--- src/design/skt_pkg.sv ---
package skt_pkg;

  localparam int KEY_W = 32;
  localparam int IDX_W = 8;
  localparam int CNT_W = 9;

  localparam logic [1:0] ACT_INSERT = 2'd0;
  localparam logic [1:0] ACT_LOOKUP = 2'd1;
  localparam logic [1:0] ACT_REMOVE = 2'd2;

  localparam logic [1:0] ST_OK    = 2'd0;
  localparam logic [1:0] ST_FULL  = 2'd1;
  localparam logic [1:0] ST_RANGE = 2'd2;

  typedef logic [KEY_W-1:0] key_t;
  typedef logic [IDX_W-1:0] idx_t;

  // Per-transfer strobes broadcast to every cell of the row.
  typedef struct packed {
    logic ins;  // insert that fits
    logic rem;  // remove at a valid rank
    logic tap;  // lookup or remove: sample the selected key
  } skt_ctrl_t;

endpackage

--- src/design/skt_cell.sv ---
module skt_cell #(
  parameter int INDEX = 0,
  parameter int CW    = 9
) (
  input  logic              clk,
  input  skt_pkg::skt_ctrl_t ctrl,
  input  skt_pkg::key_t     key,
  input  skt_pkg::idx_t     index,
  input  logic [CW-1:0]     fill,
  input  skt_pkg::key_t     left_entry,
  input  logic              left_less,
  input  skt_pkg::key_t     right_entry,
  output skt_pkg::key_t     entry,
  output logic              less,
  output skt_pkg::key_t     tap
);
  import skt_pkg::*;

  logic occupied;
  logic hit;
  logic at_or_after;

  assign occupied    = fill > CW'(INDEX);
  assign less        = occupied && (entry < key);
  assign hit         = 32'(index) == 32'(INDEX);
  assign at_or_after = 32'(index) <= 32'(INDEX);

  always_ff @(posedge clk) begin
    if (ctrl.ins) begin
      // Cells holding smaller keys stay; the first other cell takes the new
      // key and every cell after it takes its left neighbor's key.
      if (!less) begin
        if (left_less) begin
          entry <= key;
        end else begin
          entry <= left_entry;
        end
      end
    end else if (ctrl.rem && at_or_after) begin
      entry <= right_entry;
    end
  end

  always_ff @(posedge clk) begin
    if (ctrl.tap) begin
      tap <= hit ? entry : '0;
    end
  end

endmodule

--- config.mk ---
export PLATFORM = sky130hd
export DESIGN_NAME = skt_cell
export DESIGN_NICKNAME = d
export VERILOG_FILES = /design/src/design/skt_pkg.sv /design/src/design/skt_cell.sv
export SDC_FILE = /design/constraint.sdc
export NUM_CORES = 1
export LEC_CHECK = 0
export BUFFER_PORTS_ARGS = -buffer_cell sky130_fd_sc_hd__buf_2
export CORE_MARGIN = 5
export CORE_UTILIZATION = 48
export CTS_BUF_LIST = sky130_fd_sc_hd__clkbuf_8
export CTS_CLUSTER_SIZE = 10
export DETAILED_ROUTE_END_ITERATION = 8
export GPL_ROUTABILITY_DRIVEN = 0
export PLACE_DENSITY = 0.82
export SKIP_CTS_REPAIR_TIMING = 1
export SYNTH_ARGS = -nofsm -noshare
export SYNTH_HDL_FRONTEND = slang
export SYNTH_SLANG_ARGS = --single-unit
--- constraint.sdc ---
create_clock -name clk -period 4.2 [get_ports clk]
set_clock_uncertainty 0.15 [all_clocks]
set_input_delay 0.21 -clock clk [delete_from_list [all_inputs] [get_ports clk]]
set_output_delay 0.21 -clock clk [all_outputs]
set_load 0.03 [all_outputs]
* Word-level counts from Yosys, hierarchy flattened
Index checks and enable logic that the tools add are counted.
W data, S select, Z words.
** Word-level totals
- Word-level logic and storage cells :: 15
- Output and inout port bits :: 65
- Bits in registers :: 64
** Cells by class
- Muxes and demuxes :: 4
- Magnitude comparators :: 3
- Equal/unequal tests :: 1
- Reduce and logical (&&, ||, !) cells :: 5
** Operators with widths (number)
- $mux W32 :: 4
- $lt A32 B32 Y1 :: 1
- $gt A9 B1 Y1 const B :: 1
- $le A8 B1 Y1 const B :: 1
- $logic_not A8 Y1 :: 1
- $logic_and A1 B1 Y1 :: 2
- $ne A2 B2 Y1 const B :: 1
- $reduce_and A2 Y1 :: 1
- $reduce_bool A2 Y1 :: 1

* Logic depth before layout (Yosys ltp)
- Depth after elaboration :: 4
- Depth in mapped cells :: 7
- Depth with buffers taken out :: 7

* Worst setup path after synthesis
OpenSTA, ideal clock, no wires.
- Path kind :: register to register
- Start point :: register entry[14]
- End point :: register entry[0], enable pin
- Stages on the path, launching flop included :: 7
- Setup time :: 0.432 ns
- Clock period less this slack :: 3.780 ns
- Path slack :: 0.420 ns
- Arrival :: 3.199 ns
- Required time :: 3.618 ns
- Path through :: edfxtp_1 > ha_1 > and4_1 > nand2_1 > a2111oi_2 > o41ai_2 > a21oi_1
** Between the ends
- Word-level cells in the longest chain between the ends :: 4
** RTL lines
- from (decl) :: line skt_cell.sv:13 : output skt_pkg::key_t entry,
- from (signal assigned) :: line skt_cell.sv:34 : entry <= key;
- from (signal assigned) :: line skt_cell.sv:36 : entry <= left_entry;
- from (signal assigned) :: line skt_cell.sv:40 : entry <= right_entry;
- $lt A32 B32 Y1 :: line skt_cell.sv:24 : assign less = occupied && (entry < key);
- $logic_and A1 B1 Y1 :: line skt_cell.sv:24
- $ne A2 B2 Y1 (no source line)
- $reduce_and A2 Y1 (no source line)
Every way passes these cells.
A chain may end at the register's enable or synchronous reset.

* Worst setup path after layout
- Start point :: register entry[11]
- End point :: register entry[17], enable pin
The elaborated chain is that of the path after synthesis.

==> metrics.txt <==
Core Rows 31; R2R depth 7; die width 97.3 um; Port Buf Inserts ~180; Critical Path, Cell by Cell ha_1 > and4_1 > nand2_1 > a2111oi_2 > o41ai_2 > a21oi_4 > buf_4; Power Dens Cells 333 nW/um^2; layout cells sized above 1 39.5%; static leakage 0.00235 uW; DRT iter0 DRCs 90; endpoints failing hold 0; most numerous cell in the Yosys netlist edfxtp_1; grt ovf 0; delay-heaviest family, CP compound AO/OA/AOI/OAI gates; Crit path required time ~4 ns; NumNets Final 655; drt wl/cell 16.2 um; crit-path max cell delay roughly 0.6 ns; core box area 7330 sq um; Worst-path clk slew 0.08 ns; synth top area cells edfxtp_1 52%, ha_1 11%, mux2i_1 8.7%; list of most frequent post-synthesis cells 64 x edfxtp_1, 45 x a21oi_1, 35 x nor2_1; Hold EP entry[6]; WS Path Type reg2reg; Syn. warnings 0; RSZ-0062 raised after global routing no; crit path buf inv count 1; Relative slew margins 26.4%; startpoint types flop; critical path arrival ~2.9 ns; Post-Synthesis Cell Area 3660 sq um; Crit Path Max Fanout 21; Tmin final 2.99 ns; die height 97.3 um; top achievable clock speed 334 MHz; Filler Cells Inserted 596; DRC 0; Clock Latency Late Sink between 0.3 and 0.4 ns; synthesized area per cell 11.3 sq um; Syn-to-layout area delta 32.3%; top layer used by detailed routing met4; Routed Antenna Nets 0; VDD IR max slightly below 200 uV; setup TNS 0 ns; area leader, netlist edfxtp_1; first-pass GRT wire length 15700 um; Reg-to-Reg Start entry[11]; Max H-tree Level 3; drt via density 5.06; sequential-to-total area share from yosys stat 52.5%; Final setup viols 0; number of synthesized register bits 64; Synth top area share 52.5%; I/O pin cnt 183; Clock Tree Buf Depth 2; Cells after Synth 325; Num CTS Buffers 9; vias in the first global route 3158; Post-DP HPWL 7890 um; power consumption 1610 uW; Synthesized Nets around 470; final worst path period share 71.3%; pin count of the biggest net entering global routing 67; critical path's slowest cell a21oi_4; initial antenna violation count 0; max-slew violations 0; Die Area about 9500 sq um; CTS tree built; Total GRT Usage 20.8%; FF-to-FF End entry[17]; Worst setup EP type flop; vias roughly 3100; DRT Wirelength 9880 um; Worst-Margin Slew between 1 and 1.5 ns; Initial Utilization approximately 50%; status complete, no violations; Top FF cell, synth edfxtp_1; Root Buffer clkbuf_8; clock sinks 64; max-cap viol count 0; Synth async-reset ratio 0%; # diodes 0; Routed met1 length slightly below 4000 um; Distinct cells, synth 26; met3 wire len just under 600 um; hold path start right_entry[6]; setup slack, reg-to-reg 1.21 ns; Hold Crit Depth 3; metal2 WL 5110 um; HP Class in2reg; Post-synth EDFFs 64; DRT Pass-1 Iters 6
==> area by class of cell <==
cell class	instances	area (sq um)	area share (%)
flip-flops and latches	64	1920	39.7
multi-input cells	215	1570	32.5
repair buffers	184	926	19.1
clock buffers	9	124	2.56
well taps	99	124	2.56
inverters	32	120	2.48
clock inverters	7	55.1	1.14
==> stage by stage <==
stage / instances / hold slack, ns / worst slack [ns] / area [sq um] / utilization [%]
after floorplan: 325 / 0.172 / 0.420 / 3660 / -
after global placement: 594 / 0.384 / 1.22 / 4660 / 63.6
after detailed placement: 594 / 0.390 / 1.16 / 4660 / 63.6
after CTS: 610 / 0.0336 / 1.14 / 4840 / 66.1
after global routing: 610 / 0.0569 / 1.01 / 4840 / 66.1
final: 610 / 0.0402 / 1.21 / 4840 / 66.1
==> power by group <==
| group | internal (uW) | total, uW | switching, uW |
|---|---|---|---|
| clock network | 264 | 492 | 228 |
| logic | 132 | 348 | 216 |
| registers | 750 | 772 | 21.8 |
==> state kept, by name (all words and copies together), names as in the netlist <==
name and flops:
entry 32, tap 32
==> worst max path at each step <==
stage               startpoint        end  cells past startpoint
finish               entry[11]  entry[17]                      7
detailed placement   entry[14]   entry[9]                      7
global placement     entry[27]  entry[11]                      6
global route         entry[12]  entry[17]                      7
CTS                  entry[12]  entry[17]                      7
floorplan            entry[14]   entry[0]                      6
==> placed cells by master (no fill, tap or decap), types with 2 or more instances in the layout <==
cell      count
buf_4         2
and4_1        4
nand4_1       5
o21a_1        2
and2_1       32
ha_1         31
a211oi_1      2
a21oi_1      44
o21ai_0       5
clkinv_1      2
edfxtp_1     64
mux2i_1      32
clkbuf_8      9
inv_1        34
clkinv_2      2
or4_1         3
buf_2       182
nor3_1        3
nand2_1       7
nor2_1       34
==> metal layers <==
metal / vias to the layer above / global-route usage (%)
met5: - / 0
met4: 0 / 9.37
met3: 25 / 4.74
met2: 106 / 37.2
met1: 1421 / 23.5
li1: 1533 / -
==> logic make-up after synthesis <==
logic type	after synthesis	share of synthesized area, %
compound gates	60	9.95
simple gates	92	13.3
buf+inv	46	4.92
fa+ha+maj	31	10.6
flops	64	52.5
mux	32	8.75
==> worst min-delay path: stages <==
cell and delay [ns]:
buf_2 0.08, nor2_1 0.03, a21oi_1 0.10
Power figures use the tool's default switching activity.
